## src/design/mbe_pkg.sv

```systemverilog
// Shared constants and types for the Mandelbrot escape-time block.
// Used by mbe_core and mandelbrot_escape_time_top; depends on nothing else.

package mbe_pkg;

  localparam int MAX_ITER    = 100000;
  localparam int MAX_DIM     = 4096;

  localparam int COUNT_OUT_W = 17;
  localparam int CNT_W       = ($clog2(MAX_ITER + 1) > COUNT_OUT_W) ?
                               $clog2(MAX_ITER + 1) : COUNT_OUT_W;

  localparam int PIX_W       = 12;
  localparam int DIM_W       = 13;
  localparam int EDGE_W      = 32;
  localparam int STEP_W      = 48;
  localparam int CFG_IDX_W   = 3;

  localparam logic [CFG_IDX_W-1:0] REG_LEFT  = 3'd0;
  localparam logic [CFG_IDX_W-1:0] REG_RIGHT = 3'd1;
  localparam logic [CFG_IDX_W-1:0] REG_LOWER = 3'd2;
  localparam logic [CFG_IDX_W-1:0] REG_UPPER = 3'd3;
  localparam logic [CFG_IDX_W-1:0] REG_COLS  = 3'd4;
  localparam logic [CFG_IDX_W-1:0] REG_ROWS  = 3'd5;

  // 2.0 in Q8.56
  localparam logic signed [63:0] TWO_Q56     = 64'sh0200_0000_0000_0000;
  localparam logic signed [63:0] NEG_TWO_Q56 = -TWO_Q56;

  typedef struct packed {
    logic              neg;
    logic [STEP_W-1:0] mag;
  } step_t;

  typedef struct packed {
    logic [PIX_W-1:0]  col;
    logic [PIX_W-1:0]  row;
    logic [EDGE_W-1:0] left;
    logic [EDGE_W-1:0] lower;
    step_t             sx;
    step_t             sy;
  } job_t;

  typedef struct packed {
    logic             done;
    logic [CNT_W-1:0] count;
  } res_t;

endpackage

```

## src/design/mbe_core.sv

```systemverilog
// Escape-time engine: maps a pixel to c and iterates z = z*z + c.
// One shared 32x32 multiplier with a 66-bit accumulator does all products.
// Depends on mbe_pkg.

module mbe_core import mbe_pkg::*; (
  input  logic clk,
  input  logic rst,
  input  logic start,
  input  job_t job,
  output res_t res
);

  localparam logic [2:0] C_IDLE = 3'd0;
  localparam logic [2:0] C_CRD  = 3'd1;
  localparam logic [2:0] C_SAT  = 3'd2;
  localparam logic [2:0] C_CHK  = 3'd3;
  localparam logic [2:0] C_MUL  = 3'd4;
  localparam logic [2:0] C_UPD  = 3'd5;

  localparam logic [1:0] P_XX = 2'd0;
  localparam logic [1:0] P_YY = 2'd1;
  localparam logic [1:0] P_XY = 2'd2;

  logic [2:0]              state;
  logic                    axis;
  logic [1:0]              k;
  logic [1:0]              pi;
  logic                    done;

  logic [65:0]             acc;
  logic [57:0]             xx, yy, xy;
  logic signed [63:0]      x, y, cx, cy;
  logic [56:0]             xm, ym;
  logic [CNT_W-1:0]        count;
  logic [PIX_W-1:0]        col, row;

  logic [PIX_W-1:0]        idx;
  step_t                   cstep;
  logic [EDGE_W-1:0]       edge_v;
  logic [56:0]             opa, opb;
  logic [31:0]             mul_a, mul_b;
  logic [63:0]             prod;
  logic [65:0]             base;
  logic [65:0]             sum;
  logic [57:0]             prod_mag;
  logic [61:0]             e62, a62, v;
  logic                    sat_hi, sat_lo;
  logic [50:0]             sat;
  logic [63:0]             cval;
  logic                    x_far, y_far;
  logic [63:0]             x_neg_v, y_neg_v;
  logic [56:0]             xabs, yabs;
  logic [58:0]             sq_sum;
  logic                    sq_esc;
  logic [63:0]             xy2;
  logic signed [63:0]      nx, ny;

  assign idx    = axis ? row : col;
  assign cstep  = axis ? job.sy : job.sx;
  assign edge_v = axis ? job.lower : job.left;
  assign opa    = (pi == P_YY) ? ym : xm;
  assign opb    = (pi == P_XX) ? xm : ym;

  // operand and accumulator selection for the shared multiplier
  always_comb begin
    if (state == C_CRD) begin
      mul_a = 32'(idx);
      mul_b = k[0] ? cstep.mag[31:0] : 32'(cstep.mag[STEP_W-1:32]);
      base  = k[0] ? {acc[33:0], 32'b0} : 66'd0;
    end else begin
      mul_a = k[1] ? 32'(opa[56:32]) : opa[31:0];
      mul_b = k[0] ? 32'(opb[56:32]) : opb[31:0];
      case (k)
        2'd0:    base = 66'd0;
        2'd2:    base = acc;
        default: base = acc >> 32;
      endcase
    end
  end

  assign prod     = mul_a * mul_b;
  assign sum      = base + 66'(prod);
  // product >> 56: high part from the adder, bits 56..63 from the held word
  assign prod_mag = {sum[49:0], acc[31:24]};

  // coordinate: edge * 2^16 +/- index * |step|, saturated to 51 bits signed
  assign e62    = {{14{edge_v[EDGE_W-1]}}, edge_v, 16'b0};
  assign a62    = {2'b0, acc[59:0]};
  assign v      = cstep.neg ? (e62 - a62) : (e62 + a62);
  assign sat_hi = !v[61] && (|v[60:50]);
  assign sat_lo = v[61] && !(&v[60:50]);
  assign sat    = sat_hi ? {1'b0, {50{1'b1}}} : (sat_lo ? {1'b1, 50'b0} : v[50:0]);
  assign cval   = {sat[50], sat, 12'b0};

  assign x_far   = (x >= TWO_Q56) || (x <= NEG_TWO_Q56);
  assign y_far   = (y >= TWO_Q56) || (y <= NEG_TWO_Q56);
  assign x_neg_v = -x;
  assign y_neg_v = -y;
  assign xabs    = x[63] ? x_neg_v[56:0] : x[56:0];
  assign yabs    = y[63] ? y_neg_v[56:0] : y[56:0];

  assign sq_sum = {1'b0, xx} + {1'b0, yy};
  assign sq_esc = sq_sum[58];

  assign xy2 = {5'b0, xy, 1'b0};
  assign nx  = {6'b0, xx} - {6'b0, yy} + cx;
  assign ny  = (x[63] ^ y[63]) ? (cy - xy2) : (cy + xy2);

  // sequencer
  always_ff @(posedge clk) begin
    if (rst) begin
      state <= C_IDLE;
      axis  <= 1'b0;
      k     <= 2'd0;
      pi    <= P_XX;
      done  <= 1'b0;
    end else begin
      done <= 1'b0;
      case (state)
        C_IDLE: begin
          if (start) begin
            axis  <= 1'b0;
            k     <= 2'd0;
            state <= C_CRD;
          end
        end
        C_CRD: begin
          if (k[0]) begin
            k     <= 2'd0;
            state <= C_SAT;
          end else begin
            k <= k + 2'd1;
          end
        end
        C_SAT: begin
          if (!axis) begin
            axis  <= 1'b1;
            state <= C_CRD;
          end else begin
            state <= C_CHK;
          end
        end
        C_CHK: begin
          if ((count == CNT_W'(MAX_ITER)) || x_far || y_far) begin
            done  <= 1'b1;
            state <= C_IDLE;
          end else begin
            pi    <= P_XX;
            k     <= 2'd0;
            state <= C_MUL;
          end
        end
        C_MUL: begin
          // squares of the new point are ready: test |z|^2 >= 4
          if ((pi == P_XY) && (k == 2'd0) && sq_esc) begin
            done  <= 1'b1;
            state <= C_IDLE;
          end else begin
            k <= k + 2'd1;
            if (k == 2'd3) begin
              if (pi == P_XY) begin
                state <= C_UPD;
              end else begin
                pi <= pi + 2'd1;
              end
            end
          end
        end
        C_UPD: begin
          state <= C_CHK;
        end
        default: begin
          state <= C_IDLE;
        end
      endcase
    end
  end

  // datapath
  always_ff @(posedge clk) begin
    case (state)
      C_IDLE: begin
        if (start) begin
          col   <= job.col;
          row   <= job.row;
          x     <= '0;
          y     <= '0;
          count <= '0;
        end
      end
      C_CRD: begin
        acc <= sum;
      end
      C_SAT: begin
        if (axis) begin
          cy <= cval;
        end else begin
          cx <= cval;
        end
      end
      C_CHK: begin
        xm <= xabs;
        ym <= yabs;
      end
      C_MUL: begin
        acc <= sum;
        if (k == 2'd3) begin
          case (pi)
            P_XX:    xx <= prod_mag;
            P_YY:    yy <= prod_mag;
            default: xy <= prod_mag;
          endcase
        end
      end
      C_UPD: begin
        x     <= nx;
        y     <= ny;
        count <= count + CNT_W'(1);
      end
      default: begin
      end
    endcase
  end

  assign res.done  = done;
  assign res.count = count;

endmodule

```

## config.mk

```make
export PLATFORM = sky130hd
export DESIGN_NAME = mbe_core
export DESIGN_NICKNAME = d
export VERILOG_FILES = /design/src/design/mbe_pkg.sv /design/src/design/mbe_core.sv
export SDC_FILE = /design/constraint.sdc
export NUM_CORES = 2
export LEC_CHECK = 0
export BUFFER_PORTS_ARGS = -buffer_cell sky130_fd_sc_hd__clkbuf_2
export CAP_MARGIN = 20
export CORE_MARGIN = 8
export CORE_UTILIZATION = 35
export CTS_BUF_LIST = sky130_fd_sc_hd__clkbuf_4 sky130_fd_sc_hd__clkbuf_8
export DETAILED_ROUTE_END_ITERATION = 10
export PLACE_DENSITY = 0.54
export SETUP_SLACK_MARGIN = 0.4
export SYNTH_ARGS = -nofsm -noshare
export SYNTH_HDL_FRONTEND = slang
export SYNTH_SLANG_ARGS = --single-unit
export TNS_END_PERCENT = 5
```

## constraint.sdc

```tcl
create_clock -name clk -period 11.75 [get_ports clk]
set_clock_uncertainty 0.1 [all_clocks]
set_input_delay 0.5875 -clock clk [delete_from_list [all_inputs] [get_ports clk]]
set_output_delay 0.5875 -clock clk [all_outputs]
set_load 0.1 [all_outputs]
```

### Word level (Yosys, flattened, before mapping)

Cells that the tools add are included.

* register bits after elaboration: 634
* input port bits: 189
* output and inout bits: 18
* logic and storage cells: 135

* add/subtract/negate cells: 13
* multipliers: 1
* $lt $le $gt $ge: 4
* eq/ne operators: 18
* multiplexer cells: 46
* bitwise operators: 3
* reductions and logical operators: 32

Operator list (number)
* case mux 64 bit (2 select lines): 2
* 2-to-1 mux 57 bit: 4
* 2-to-1 mux 32 bit: 6
* 2-to-1 mux 66 bit: 2
* case mux 66 bit (2 select lines): 1
* greater-or-equal comparator 64 x 59 -> 1 bit, second input constant: 2
* less-or-equal comparator 64 x 58 -> 1 bit, second input constant: 2
* 2-to-1 mux 64 bit: 2
* negation 57 bit: 2
* 2-to-1 mux 51 bit: 2
* adder 66 x 64 -> 66 bit: 1
* adder 59 x 63 -> 64 bit: 1
* adder 63 x 60 -> 64 bit: 1
* multiplier 32 x 32 -> 64 bit: 1
* subtractor 63 x 60 -> 64 bit: 1
* adder 48 x 61 -> 62 bit: 1
* 2-to-1 mux 62 bit: 1
* subtractor 48 x 61 -> 62 bit: 1
* adder 58 x 58 -> 59 bit: 1
* subtractor 58 x 58 -> 59 bit: 1
* 2-to-1 mux 49 bit: 1
* case mux 17 bit (2 select lines): 1
* 2-to-1 mux 3 bit: 6
* case mux 3 bit (6 select lines): 1
* 33 further kinds: 73

### Depth between registers and ports, before layout

* word-level depth: 8
* mapped depth: 40

### Least setup slack after synthesis

OpenSTA, ideal clock, no wires.

* kind: reg-to-reg
* start point: register state[2]
* end point: register count[0] (enable)
* setup time: 0.846 ns
* arrival: 10.800 ns
* slack: 0.004 ns
* stages on the path, launching flop included: 5
* buffers on the path: 1
* cells stage by stage: dfxtp_1 -> clkbuf_1 -> nor2_1 -> nand2_1 -> o21ai_0

* cells in the longest elaborated chain, start to end: 3

RTL lines
* start, declared: RTL line mbe_core.sv:24 `logic [2:0] state;`
* start signal, assigned: RTL line mbe_core.sv:112 `state <= C_IDLE;`
* start signal, assigned: RTL line mbe_core.sv:124 `state <= C_CRD;`
* start signal, assigned: RTL line mbe_core.sv:130 `state <= C_SAT;`
* equality test 3 bit / zero test 3 bit (equally long branches): RTL line mbe_core.sv:181 `case (state)`
* nonzero test 2 bit (no source line) / inequality test 2 bit (equally long branches)
* AND reduction 2 bit (no source line) *
* end signal, assigned: RTL line mbe_core.sv:218 `count <= count + CNT_W'(1);`
* end, declared: RTL line mbe_core.sv:34 `logic [CNT_W-1:0] count;`

Mark *: on every way between the ends. The rest lies on a longest branch, timed or not.
A chain may end at the register's enable or synchronous reset.

### Final worst setup path

* start point: register state[1]
* end point: register yy[50], data pin

* cells in the longest elaborated chain, start to end: 4

RTL lines
* equality test 3 x 1 -> 1 bit *: RTL line mbe_core.sv:66 `if (state == C_CRD) begin`
* 2-to-1 mux 32 bit: RTL line mbe_core.sv:66
* multiplier 32 x 32 -> 64 bit: RTL line mbe_core.sv:81 `assign prod = mul_a * mul_b;`
* adder 66 x 64 -> 66 bit *: RTL line mbe_core.sv:82 `assign sum = base + 66'(prod);`
* net sum[42]: RTL line mbe_core.sv:44 `logic [65:0] sum;`
* end signal, assigned: RTL line mbe_core.sv:210 `P_YY: yy <= prod_mag;`
* end, declared: RTL line mbe_core.sv:31 `logic [57:0] xx, yy, xy;`

The timed path passes the listed nets; every way through them passes the cells marked *.

==> results.json <==
{
  "io-pin-count": 207,
  "slowest_stage": "fa_1",
  "top_usage_layer": "met2",
  "cts_sinks": 632,
  "port_buffers": 206,
  "syn_nets": 10400,
  "fin_util_pct": 38.8,
  "grt_max_degree": 145,
  "timing.final.crit_share_pct": 92.8,
  "yosysTopAreaCell": "fa_1",
  "layout-drive-gt1-share_pct": 9.81,
  "holdPathStages": 2,
  "cts_tree": "done",
  "use_met1_pct": 36.4,
  "worstSetupEndpointType": "flop",
  "grt_use_met3_pct": 5.37,
  "arrival_ps": 11320,
  "r2r_start": "state[1]",
  "finalSetupTns_ps": 0,
  "slew_headroom_pct": 23.8,
  "cp_max_fo": 29,
  "r2r_cells": 33,
  "avgSynthCellArea_um2": 9.24,
  "muxShareOfSynthArea_pct": 3.16,
  "start_util_pct": 35.2,
  "status": "completed",
  "fin_crit_ps": 10900,
  "rsz0062_at_grt": "yes",
  "ys_ff_latch": 632,
  "max-cap-violations": 0,
  "grt_usage_pct": 25.8,
  "synthArstFlopShare_pct": 0,
  "first_pass_iters": 6,
  "synth_cell_type_count": 92,
  "wl_mm": 320,
  "seq_area_frac_synth_pct": 23.8,
  "area_growth_pct": 10.2,
  "r2r_slack_ps": 850,
  "dieArea_um2": 242000,
  "yosys_warnings": 0,
  "hold_viol": 0,
  "min_path_type": "input pin to flop",
  "worst_pin_slew_ps": 1140,
  "rows": 174,
  "cts.clk_slew.worst_paths_ps": 70,
  "synth-adder-area-share_pct": 34.1,
  "dp_hpwl_mm": 269,
  "met2_usage_pct": 38.6,
  "hold_start": "rst",
  "drv_slew": 0,
  "grt_pass1_wl_mm": 461,
  "avgViaCountPerCell": 5.50,
  "synth_flop_cell": "edfxtp_1",
  "cp.required_ps": 12170,
  "synth_compound_area_share_pct": 12.2,
  "gp_congestion": 1.00,
  "max_freq_mhz": 91.7,
  "h-tree-depth": 3,
  "finalSetupViolCount": 0,
  "clock_path_buffers": 3,
  "grt_antenna_before_repair": 19,
  "synth-simple-area-share_pct": 14.0,
  "synth.area.top_cells": "fa_1 24%, edfxtp_1 24%, ha_1 9.8%",
  "synth-edff-count": 623,
  "n_fill_cell": 22700,
  "avgRoutedWirePerCell_um": 26.9,
  "grt_pass1_vias": 65400,
  "netlist_area_um2": 79300,
  "first_iter_violations": 6818,
  "syn_inst": 8580,
  "vias": 65300,
  "cpPeakStageDelay_ps": 660,
  "crit_type": "flop to flop",
  "synth-xor-area-share_pct": 4.22,
  "fp.dieH_um": 492,
  "holdPathEnd": "k[1]",
  "start_kind": "flop",
  "core-area_um2": 225000,
  "clockRootBuffer": "clkbuf_8",
  "cts_buffers": 108,
  "ant_nets": 0,
  "grt-ovfl-total": 0,
  "post-cts-setup-buffers": 0,
  "synth_top_area_share_pct": 24.4,
  "route.detailed.drc": 0,
  "clk_latency_ps": 830,
  "path_common_cell": "fa_1",
  "die_w_um": 492,
  "synth_top_family_by_area": "adder cells",
  "layout.nets": 10500,
  "rr_endpoint": "yy[50]"
}
synth_stat cells, types with 14 or more instances:
cell       count
o21bai_1      75
a211oi_1      39
mux2_2        50
ha_1         619
inv_1       1371
edfxtp_1     623
nand2_1      827
or2_2         42
o211ai_1      25
o21ai_0      320
a2111oi_0     17
o41ai_1       31
nor2b_1       56
o21a_1        34
a31oi_1       59
nand3_1       80
buf_1         34
o31ai_1       57
xor2_1        89
a21o_1       158
or3_1         47
o22ai_1       15
nor4_1        54
o21ai_1       14
fa_1         966
nor3b_1       16
nand4_1       61
mux4_2        50
a21oi_1      481
and3_1        59
nor3_1       109
clkbuf_1     371
xnor2_1      293
mux2i_1       82
a22o_1        21
a22oi_1       25
and2_1        39
nor2_1       965
a221oi_1      14
or4_1         26
nand2b_1      52
per-stage QoR:
step	std cells	hold slack, ps	setup slack (ps)	cell area, um^2
finish	11900	149	851	87400
CTS	11900	62.4	405	87300
detailed placement	11600	356	349	84800
global placement	11600	340	426	84800
floorplan	8580	326	1230	79300
global route	11900	107	386	87400
worst max-delay path by stage:
stage / startpoint / end / slack (ps) / depth (start not counted)
3_5_place_dp: pi[0] / acc[63] / 350 / 31
2_1_floorplan: pi[1] / acc[42] / 1230 / 38
5_1_grt: pi[1] / acc[65] / 390 / 34
4_1_cts: pi[0] / acc[63] / 400 / 31
6_report: state[1] / yy[50] / 850 / 33
3_3_place_gp: pi[0] / acc[63] / 430 / 31
cells in the final DEF, fill, tap and decap left out, types with 42 or more instances in the layout:
cell / n
or3_1: 47
fa_1: 966
nor3_1: 108
buf_4: 254
nor2_1: 960
edfxtp_1: 623
mux4_2: 50
nand3_1: 80
ha_1: 616
mux2i_1: 75
xnor2_1: 291
nand2_1: 825
nor2b_1: 55
nand4_1: 61
a21o_1: 154
o21ai_0: 316
nand2b_1: 51
inv_1: 1370
or2_2: 42
a31oi_1: 59
xor2_1: 88
mux2_2: 50
o21bai_1: 75
o31ai_1: 56
and3_1: 56
a21oi_1: 475
clkbuf_2: 206
nor4_1: 54
clkbuf_8: 112
per-layer routing:
metal / part of all wire, % / routed length, um
met2: 43 / 137000
met5: 0.0041 / 13
met1: 44 / 140000
met4: 4.7 / 14900
met3: 8.6 / 27700
critical path: cells and delay by family (launching register included):
family	cells	cell delay (ps)
buffers and inverters	8	1120
and+or+nand+nor	6	1640
AOI/OAI and AO/OA	9	2440
xor gates and xnor gates	1	260
adders and majority gates	9	4360
DFF	1	620
area by class of cell:
type | instances | area [um^2] | share of cell area (%)
sequential | 632 | 18900 | 21.6
multi-input combinational | 6164 | 54000 | 61.8
clock inverter | 59 | 520 | 0.596
clock buffer | 142 | 1770 | 2.02
inverter | 1372 | 5150 | 5.89
tap | 2992 | 3740 | 4.28
timing repair buffer | 491 | 3290 | 3.76
antenna | 15 | 37.5 | 0.0429
cell families (layout without fill, tap and decap cells):
| logic type | Yosys count | count (layout) |
|---|---|---|
| and+or+nand+nor | 2491 | 2491 |
| buffers and inverters | 1784 | 2064 |
| adders and majority gates | 1585 | 1585 |
| AOI/OAI and AO/OA | 1524 | 1524 |
| DFF | 632 | 632 |
| xor gates and xnor gates | 382 | 382 |
| muxes | 182 | 182 |
| other | 0 | 15 |
repair_timing:
item,in CTS,in global routing
resized for setup,1,12
hold buffers,24,0
gates cloned,0,0
endpoints found under the hold margin,24,0
setup endpoints to repair,2,18
state kept, by name (all words and copies together), names as in the netlist:
| name | cells |
|---|---|
| acc | 66 |
| xx | 58 |
| count | 17 |
| row | 12 |
| done | 1 |
| yy | 58 |
| k | 2 |
| x | 64 |
| ym | 56 |
| xy | 58 |
| cx | 51 |
| xm | 57 |
| col | 12 |
| y | 63 |
| axis | 1 |
| state | 3 |
| pi | 2 |
| cy | 51 |
Power is not shown: default switching activity piles up to over one toggle a cycle in this logic, so the estimate is an artifact.
